<file path="src/rtl/core/sfrc_pkg.sv">
package sfrc_pkg;

	// default payload limit; a frame stores at most this plus header and checksum
	localparam int unsigned MAX_PAYLOAD_DEF = 256;
	// type byte, two length bytes, checksum byte
	localparam int unsigned FRAME_OVERHEAD = 4;

	// register indexes on the configuration port
	typedef enum logic [2:0] {
		REG_START_CODE     = 3'd0,
		REG_END_CODE       = 3'd1,
		REG_ESCAPE_CODE    = 3'd2,
		REG_SUB_FOR_START  = 3'd3,
		REG_SUB_FOR_END    = 3'd4,
		REG_SUB_FOR_ESCAPE = 3'd5
	} cfg_reg_t;

	typedef enum logic [2:0] {
		VERDICT_GOOD      = 3'd0,
		VERDICT_SHORT     = 3'd1,
		VERDICT_LEN_ERR   = 3'd2,
		VERDICT_CSUM_ERR  = 3'd3,
		VERDICT_ESC_ABORT = 3'd4
	} verdict_t;

	typedef enum logic {
		KIND_DATA    = 1'b0,
		KIND_VERDICT = 1'b1
	} out_kind_t;

	typedef struct packed {
		logic [7:0] start_code;
		logic [7:0] end_code;
		logic [7:0] escape_code;
		logic [7:0] sub_for_start;
		logic [7:0] sub_for_end;
		logic [7:0] sub_for_escape;
	} codes_t;

	typedef struct packed {
		out_kind_t  out_kind;
		logic [7:0] data_byte;
		logic [8:0] byte_index;
		verdict_t   verdict;
		logic [7:0] frame_type;
		logic [15:0] frame_len;
	} result_t;

endpackage

</file>
<file path="src/rtl/core/sfrc_frame_core.sv">
module sfrc_frame_core
	import sfrc_pkg::*;
#(
	parameter int unsigned MAX_PAYLOAD = MAX_PAYLOAD_DEF
) (
	input  logic       clk,
	input  logic       arst_n,
	input  logic       in_valid,
	input  logic [7:0] in_byte,
	output logic       in_ready,
	input  codes_t     codes,
	input  logic       out_free,
	output logic       load,
	output result_t    result
);

	localparam int unsigned FRAME_MAX = MAX_PAYLOAD + FRAME_OVERHEAD;
	localparam int unsigned CNT_W     = $clog2(FRAME_MAX + 1);
	localparam logic [CNT_W-1:0] CNT_LIMIT = CNT_W'(FRAME_MAX);

	// input stage
	logic       valid_s1;
	logic [7:0] rx_byte_s1;

	// frame state
	logic             in_frame_q, in_escape_q;
	logic [CNT_W-1:0] byte_count_q;
	logic [7:0]       running_sum_q, last_byte_q, type_byte_q;
	logic [15:0]      length_field_q;

	logic             in_frame_n, in_escape_n;
	logic [CNT_W-1:0] byte_count_n;
	logic [7:0]       running_sum_n, last_byte_n, type_byte_n;
	logic [15:0]      length_field_n;

	logic        emit, try_store, advance;
	logic [7:0]  store_val;
	logic [15:0] cnt16;
	verdict_t    end_verdict;
	result_t     res;

	assign cnt16 = 16'(byte_count_q);

	always_comb begin
		if (cnt16 < 16'(FRAME_OVERHEAD))
			end_verdict = VERDICT_SHORT;
		else if (length_field_q != cnt16 - 16'(FRAME_OVERHEAD))
			end_verdict = VERDICT_LEN_ERR;
		else if (8'(running_sum_q - last_byte_q) != last_byte_q)
			end_verdict = VERDICT_CSUM_ERR;
		else
			end_verdict = VERDICT_GOOD;
	end

	always_comb begin
		in_frame_n     = in_frame_q;
		in_escape_n    = in_escape_q;
		byte_count_n   = byte_count_q;
		running_sum_n  = running_sum_q;
		last_byte_n    = last_byte_q;
		type_byte_n    = type_byte_q;
		length_field_n = length_field_q;
		emit           = 1'b0;
		try_store      = 1'b0;
		store_val      = rx_byte_s1;
		res            = '0;

		if (in_escape_q) begin
			in_escape_n = 1'b0;
			if (rx_byte_s1 == codes.sub_for_start) begin
				try_store = 1'b1;
				store_val = codes.start_code;
			end else if (rx_byte_s1 == codes.sub_for_end) begin
				try_store = 1'b1;
				store_val = codes.end_code;
			end else if (rx_byte_s1 == codes.sub_for_escape) begin
				try_store = 1'b1;
				store_val = codes.escape_code;
			end else if (in_frame_q) begin
				in_frame_n  = 1'b0;
				emit        = 1'b1;
				res.out_kind   = KIND_VERDICT;
				res.verdict    = VERDICT_ESC_ABORT;
				res.frame_type = type_byte_q;
				res.frame_len  = length_field_q;
			end
		end else if (rx_byte_s1 == codes.start_code) begin
			// a start inside a frame restarts it without a verdict
			in_frame_n     = 1'b1;
			byte_count_n   = '0;
			running_sum_n  = '0;
			last_byte_n    = '0;
			type_byte_n    = '0;
			length_field_n = '0;
		end else if (rx_byte_s1 == codes.end_code) begin
			if (in_frame_q) begin
				in_frame_n  = 1'b0;
				emit        = 1'b1;
				res.out_kind   = KIND_VERDICT;
				res.verdict    = end_verdict;
				res.frame_type = type_byte_q;
				res.frame_len  = length_field_q;
			end
		end else if (rx_byte_s1 == codes.escape_code) begin
			in_escape_n = 1'b1;
		end else begin
			try_store = 1'b1;
		end

		// bytes beyond the frame limit are dropped
		if (try_store && in_frame_q && (byte_count_q < CNT_LIMIT)) begin
			if (byte_count_q == CNT_W'(0))
				type_byte_n = store_val;
			else if (byte_count_q == CNT_W'(1))
				length_field_n[15:8] = store_val;
			else if (byte_count_q == CNT_W'(2))
				length_field_n[7:0] = store_val;
			running_sum_n = 8'(running_sum_q + store_val);
			last_byte_n   = store_val;
			byte_count_n  = CNT_W'(byte_count_q + CNT_W'(1));
			emit          = 1'b1;
			res.out_kind   = KIND_DATA;
			res.data_byte  = store_val;
			res.byte_index = cnt16[8:0];
		end
	end

	assign advance  = valid_s1 && (!emit || out_free);
	assign in_ready = !valid_s1 || advance;
	assign load     = advance && emit;
	assign result   = res;

	always_ff @(posedge clk or negedge arst_n) begin
		if (!arst_n)
			valid_s1 <= 1'b0;
		else if (in_ready)
			valid_s1 <= in_valid;
	end

	always_ff @(posedge clk) begin
		if (in_ready && in_valid)
			rx_byte_s1 <= in_byte;
	end

	always_ff @(posedge clk or negedge arst_n) begin
		if (!arst_n) begin
			in_frame_q     <= 1'b0;
			in_escape_q    <= 1'b0;
			byte_count_q   <= '0;
			running_sum_q  <= '0;
			last_byte_q    <= '0;
			type_byte_q    <= '0;
			length_field_q <= '0;
		end else if (advance) begin
			in_frame_q     <= in_frame_n;
			in_escape_q    <= in_escape_n;
			byte_count_q   <= byte_count_n;
			running_sum_q  <= running_sum_n;
			last_byte_q    <= last_byte_n;
			type_byte_q    <= type_byte_n;
			length_field_q <= length_field_n;
		end
	end

`ifndef SYNTHESIS
	a_count_bounded: assert property (@(posedge clk) disable iff (!arst_n)
		byte_count_q <= CNT_LIMIT)
		else $error("frame byte count past limit");

	a_verdict_closes: assert property (@(posedge clk) disable iff (!arst_n)
		load && (res.out_kind == KIND_VERDICT) |=> !in_frame_q && !in_escape_q)
		else $error("frame still open after verdict");

	a_data_counts: assert property (@(posedge clk) disable iff (!arst_n)
		load && (res.out_kind == KIND_DATA)
		|=> byte_count_q == CNT_W'($past(byte_count_q) + CNT_W'(1)))
		else $error("stored byte did not advance count");

	a_stall_cause: assert property (@(posedge clk) disable iff (!arst_n)
		!in_ready |-> valid_s1 && emit && !out_free)
		else $error("input stalled without a blocked result");
`endif

endmodule

</file>
<file path="config.mk">
export PLATFORM = sky130hd
export DESIGN_NAME = sfrc_frame_core
export DESIGN_NICKNAME = d
export VERILOG_FILES = /design/src/rtl/core/sfrc_pkg.sv /design/src/rtl/core/sfrc_frame_core.sv
export SDC_FILE = /design/constraint.sdc
export NUM_CORES = 1
export LEC_CHECK = 0
export ABC_AREA = 1
export BUFFER_PORTS_ARGS = -buffer_cell sky130_fd_sc_hd__clkbuf_2
export CELL_PAD_IN_SITES_DETAIL_PLACEMENT = 1
export CELL_PAD_IN_SITES_GLOBAL_PLACEMENT = 1
export CORE_MARGIN = 5
export CORE_UTILIZATION = 40
export CTS_CLUSTER_SIZE = 10
export DETAILED_ROUTE_END_ITERATION = 16
export PLACE_DENSITY = 0.85
export SYNTH_ARGS = -nofsm -noshare
export SYNTH_HDL_FRONTEND = slang
export SYNTH_SLANG_ARGS = --single-unit
</file>
<file path="constraint.sdc">
create_clock -name clk -period 4.1 [get_ports clk]
set_input_delay 0.82 -clock clk [delete_from_list [all_inputs] [get_ports clk]]
set_output_delay 0.82 -clock clk [all_outputs]
set_load 0.05 [all_outputs]
</file>
== Word-level counts from Yosys, hierarchy flattened ==
Cells that the tools add are included.

* Bits in registers: 60
* Input port bits: 60
* Output and inout bits: 47

* Add/sub/neg operators: 4
* Order comparisons: 2
* Equality and inequality tests: 14
* Muxes and demuxes: 59
* Reduce and logical (&&, ||, !) cells: 14

{| class="wikitable"
|+ Operators by type and width
! operator !! number
|-
| 27-bit two-way mux || 8
|-
| 8-bit two-way mux || 15
|-
| 16-bit two-way mux || 4
|-
| 8-bit == test || 6
|-
| 9-bit two-way mux || 3
|-
| 1-bit two-way mux || 25
|-
| 18-bit two-way mux || 1
|-
| 16-bit != test || 1
|-
| 9-bit by 3-bit subtractor with 10-bit output (second input constant) || 1
|-
| 9-bit by 1-bit adder with 9-bit output (second input constant) || 1
|-
| 9-bit by 1-bit == test with 1-bit output (second input constant) || 1
|-
| 9-bit by 2-bit == test with 1-bit output (second input constant) || 1
|-
| 9-bit logical NOT || 1
|-
| 9-bit by 3-bit less-than comparator with 1-bit output (second input constant) || 1
|-
| 9-bit less-than comparator (second input constant) || 1
|-
| 8-bit adder || 1
|-
| 8-bit != test || 1
|-
| 8-bit subtractor || 1
|-
| 2-bit != test (second input constant) || 3
|-
| 1-bit logical AND || 5
|-
| 5-bit AND reduction || 1
|-
| 2-bit two-way mux || 2
|-
| 3-bit two-way mux || 1
|-
| 3-bit AND reduction || 1
|-
| other kinds (5) || 7
|}

== Longest topological paths before layout ==
* Depth in word-level cells: 13
* Gate-level depth with buffers: 24
* Mapped depth without buffers: 22

== Least setup slack after synthesis ==
OpenSTA, ideal clock, no wires.

* Path kind: reg-to-output
* Start: register last_byte_q[0]
* End: output result[24] (netlist bit)
* Arrival time: 2.852 ns
* Path slack: 0.428 ns
* Cell stages (with the launch flop): 11
* Buffers on the path: 0
* Cells stage by stage: dfrtp_1 ha_1 fa_1 nand3b_1 nand2_1 xor2_1 xor2_1 nor2_1 nand3_1 nand2_1 a21boi_0

{| class="wikitable"
|+ RTL lines
! item !! RTL line !! text
|-
| start: declaration || sfrc_frame_core.sv:28 || <nowiki>logic [7:0] running_sum_q, last_byte_q, type_byte_q;</nowiki>
|-
| start signal: assignment || sfrc_frame_core.sv:159 || <nowiki>last_byte_q <= last_byte_n;</nowiki>
|-
| end: declaration || sfrc_frame_core.sv:14 || <nowiki>output result_t result</nowiki>
|}

==> qor.yml <==
clk_pin_slew_ns: 0.05
floorplan.die.height_microns: 128
holdBufCountCts: 0
total_of_flip_flops_plus_latches_after_synthesis: 59
p_per_cell_area_nw_per_um2: 467
maxSlewViolCount: 0
flow.area_growth_from_synthesis_pct: 16.3
routedWlPerCell_microns: 16.2
max-cap-violations: 0
min_period_over_period_pct: 93.8
r2r_start: "rx_byte_s1[0]$_DFFE_PP_"
worstPathArrival_ns: 3.03
global_route_wire_length_before_repair_mm: 30.4
groute.usage.overall_pct: 23.2
detailed_router_s_first_iteration_violation_count: 265
drt_wirelength_mm: 18.4
top_cell_type_s_share_of_synthesized_area_pct: 22.7
hold-path-endpoint: "type_byte_q[1]$_DFFE_PN0P_"
synth.top_cells.by_area: "sky130_fd_sc_hd__dfrtp_1 23%, sky130_fd_sc_hd__nand2_1 19%, sky130_fd_sc_hd__inv_1 7.6%"
setup.worst_path.class: "flop to output port"
cts_num_sinks: 59
crit_path_start_kind: "flop"
fmax_mhz: 260
synthesis.nets: 942
synth_ff_type: "sky130_fd_sc_hd__dfrtp_1"
seq_area_frac_synth_pct: 27.0
setup.worst_path.end_class: "output port"
vias_in_the_first_global_route: 5901
drc: 0
rows: 43
clk_latency_ns: 0.34
grt_overflow_total: 0
drt.antenna.violating_nets: 0
r2r_end: "running_sum_q[6]$_DFFE_PN0P_"
tightestPinTransition_ns: 1.00
cts_buffer_depth: 2
ctsHtreeMaxLevel: 3
antennaDiodeCount: 0
syn_area_per_cell_sq_um: 6.53
min_delay_path_depth: 2
rrSetupSlack_ns: 0.40
post_synth_most_frequent_cells: "285 x sky130_fd_sc_hd__nand2_1, 113 x sky130_fd_sc_hd__inv_1, 79 x sky130_fd_sc_hd__nor2_1"
detail_route.first_pass.iterations: 5
via_count: 5742
worst_hold_startpoint: "type_byte_q[1]$_DFFE_PN0P_"
synthArstFlopShare_pct: 86.4
cts-resized-gates: 0
synth-edff-count: 8
netlist-cell-type-count: 45
maximum_number_of_pins_on_one_net_before_global_route_repair: 41
peakVddDrop_mv: 0.231
worst_ep_required_time_ns: 3.28
post_cts_buffers: 0
grt_setup_unrepaired: "no"
start_util_pct: 40.6
p_leak_nw: 3.48
cts-root-buf: "sky130_fd_sc_hd__clkbuf_16"
worst_clock_skew_ns: 0.00743
area_of_the_mapped_netlist_sq_um: 5610
min_path_type: "flop to flop"
tritoncts_clock_tree: "done"
hpwl_mm: 14.3
final.min_clock_period_ns: 3.85
reg2regPathDepth: 21
syn_inst: 860
layout-drive-gt1-share_pct: 19.6
path_max_fanout: 17
dieArea_sq_um: 16500
hold_violations: 0
finalNetCount: 1038
finalSetupViolations: 0
initial_antenna_violation_count: 0
cts-buffers-inserted: 9
fillerInstances: 1937
outcome: "finished, final reports clean"
timing.setup.tns_ns: 0
placeableCoreArea_sq_um: 13800
post-synth-top-count-cell: "sky130_fd_sc_hd__nand2_1"
synth_area_leader_cell: "sky130_fd_sc_hd__dfrtp_1"
synthesis.yosys.warnings: 0
gpl.final_weighted_congestion: 0.904
relative_max_transition_margin_pct: 33.3
floorplan.io_pins: 107
number_of_vias_per_cell_after_detailed_routing: 5.04
final_core_utilization_pct: 47.2
die_width_microns: 128
placement.io_buffers: 106
[kinds of logic (layout without fill, tap and decap cells)]
kind of cell	count (synthesis)	count (layout)	share of synthesized area, %
AOI/OAI and AO/OA	94	94	9.67
xor gates and xnor gates	54	54	8.43
adders and majority gates	22	22	5.17
buffers and inverters	156	256	12.3
DFF	59	59	27.0
and+or+nand+nor	475	475	37.4
[flip-flops by register name, summed over array words and instances, names as in the netlist]
register        count
type_byte_q         8
valid_s1            1
rx_byte_s1          8
last_byte_q         7
in_escape_q         1
length_field_q     16
running_sum_q       8
in_frame_q          1
byte_count_q        9
[area by class of cell]
class | count | area, sq um | share of cell area, %
multi-input combinational | 645 | 3400 | 52.1
sequential | 59 | 1520 | 23.2
timing repair buffer | 115 | 613 | 9.39
inverter | 126 | 473 | 7.25
clock buffer | 13 | 260 | 3.99
tap | 180 | 225 | 3.45
clock inverter | 2 | 35.0 | 0.537
[critical path: stages, from the launching register on]
cell                       delay [ns]
sky130_fd_sc_hd__edfxtp_1        0.66
sky130_fd_sc_hd__inv_2           0.13
sky130_fd_sc_hd__nand2_1         0.09
sky130_fd_sc_hd__nand4_1         0.07
sky130_fd_sc_hd__nor2_1          0.27
sky130_fd_sc_hd__nand2_2         0.27
sky130_fd_sc_hd__nand3_2         0.17
sky130_fd_sc_hd__nand3_4         0.18
sky130_fd_sc_hd__inv_2           0.33
sky130_fd_sc_hd__nand2_1         0.14
sky130_fd_sc_hd__inv_1           0.08
sky130_fd_sc_hd__clkbuf_2        0.27
[per-stage QoR]
| step | hold WS (ns) | setup WS [ns] | total power [mW] | std cells | area, sq um |
|---|---|---|---|---|---|
| floorplan | 0.449 | 0.428 | 1.92 | 860 | 5610 |
| global placement | 0.461 | 0.427 | 2.21 | 1125 | 6230 |
| detailed placement | 0.480 | 0.323 | 2.27 | 1125 | 6230 |
| CTS | 0.492 | 0.255 | 3.07 | 1140 | 6530 |
| global route | 0.517 | 0.00455 | 3.29 | 1140 | 6530 |
| finish | 0.489 | 0.255 | 3.05 | 1140 | 6530 |
[how the worst max path moves through the flow]
stage                                           from                           end  slack, ns  cells past startpoint
after floorplan           last_byte_q[0]$_DFFE_PN0P_                    result[24]       0.43                     10
after global placement                      codes[4]  running_sum_q[6]$_DFFE_PN0P_       0.43                     22
after detailed placement                    codes[4]  running_sum_q[6]$_DFFE_PN0P_       0.32                     22
after CTS                    rx_byte_s1[5]$_DFFE_PP_                    result[42]       0.26                     11
after global routing         rx_byte_s1[0]$_DFFE_PP_  running_sum_q[6]$_DFFE_PN0P_      0.005                     21
final                        rx_byte_s1[0]$_DFFE_PP_                    result[40]       0.25                     11
[where the power goes]
| group | total, mW | internal, mW | switching (mW) |
|---|---|---|---|
| clock network | 0.782 | 0.500 | 0.282 |
| registers | 0.873 | 0.725 | 0.148 |
| logic | 1.39 | 0.542 | 0.852 |
| total | 3.05 | 1.77 | 1.28 |
[cell usage in the layout (no fill, tap or decap), drive strengths merged, types with 2 or more instances in the layout]
cell type / n
xnor2: 30
fa: 2
buf: 10
dfrtp: 51
clkbuf: 118
o21ai: 70
nand2: 302
xor2: 24
a31oi: 3
a21oi: 16
clkinv: 2
or2: 3
nor2: 86
nand4: 13
nand3b: 6
inv: 125
nor3: 8
edfxtp: 8
nand3: 52
nor4: 2
and2: 3
ha: 20
[per-layer routing]
| layer | wire length (microns) | vias to the layer above | global-route usage (%) |
|---|---|---|---|
| li1 | - | 2868 | - |
| met1 | 7930 | 2734 | 29.1 |
| met2 | 9310 | 115 | 40.6 |
| met3 | 818 | 25 | 4.23 |
| met4 | 350 | 0 | 6.62 |
| met5 | 0 | - | 0 |
Note: power is estimated with default switching activity, not from simulation.
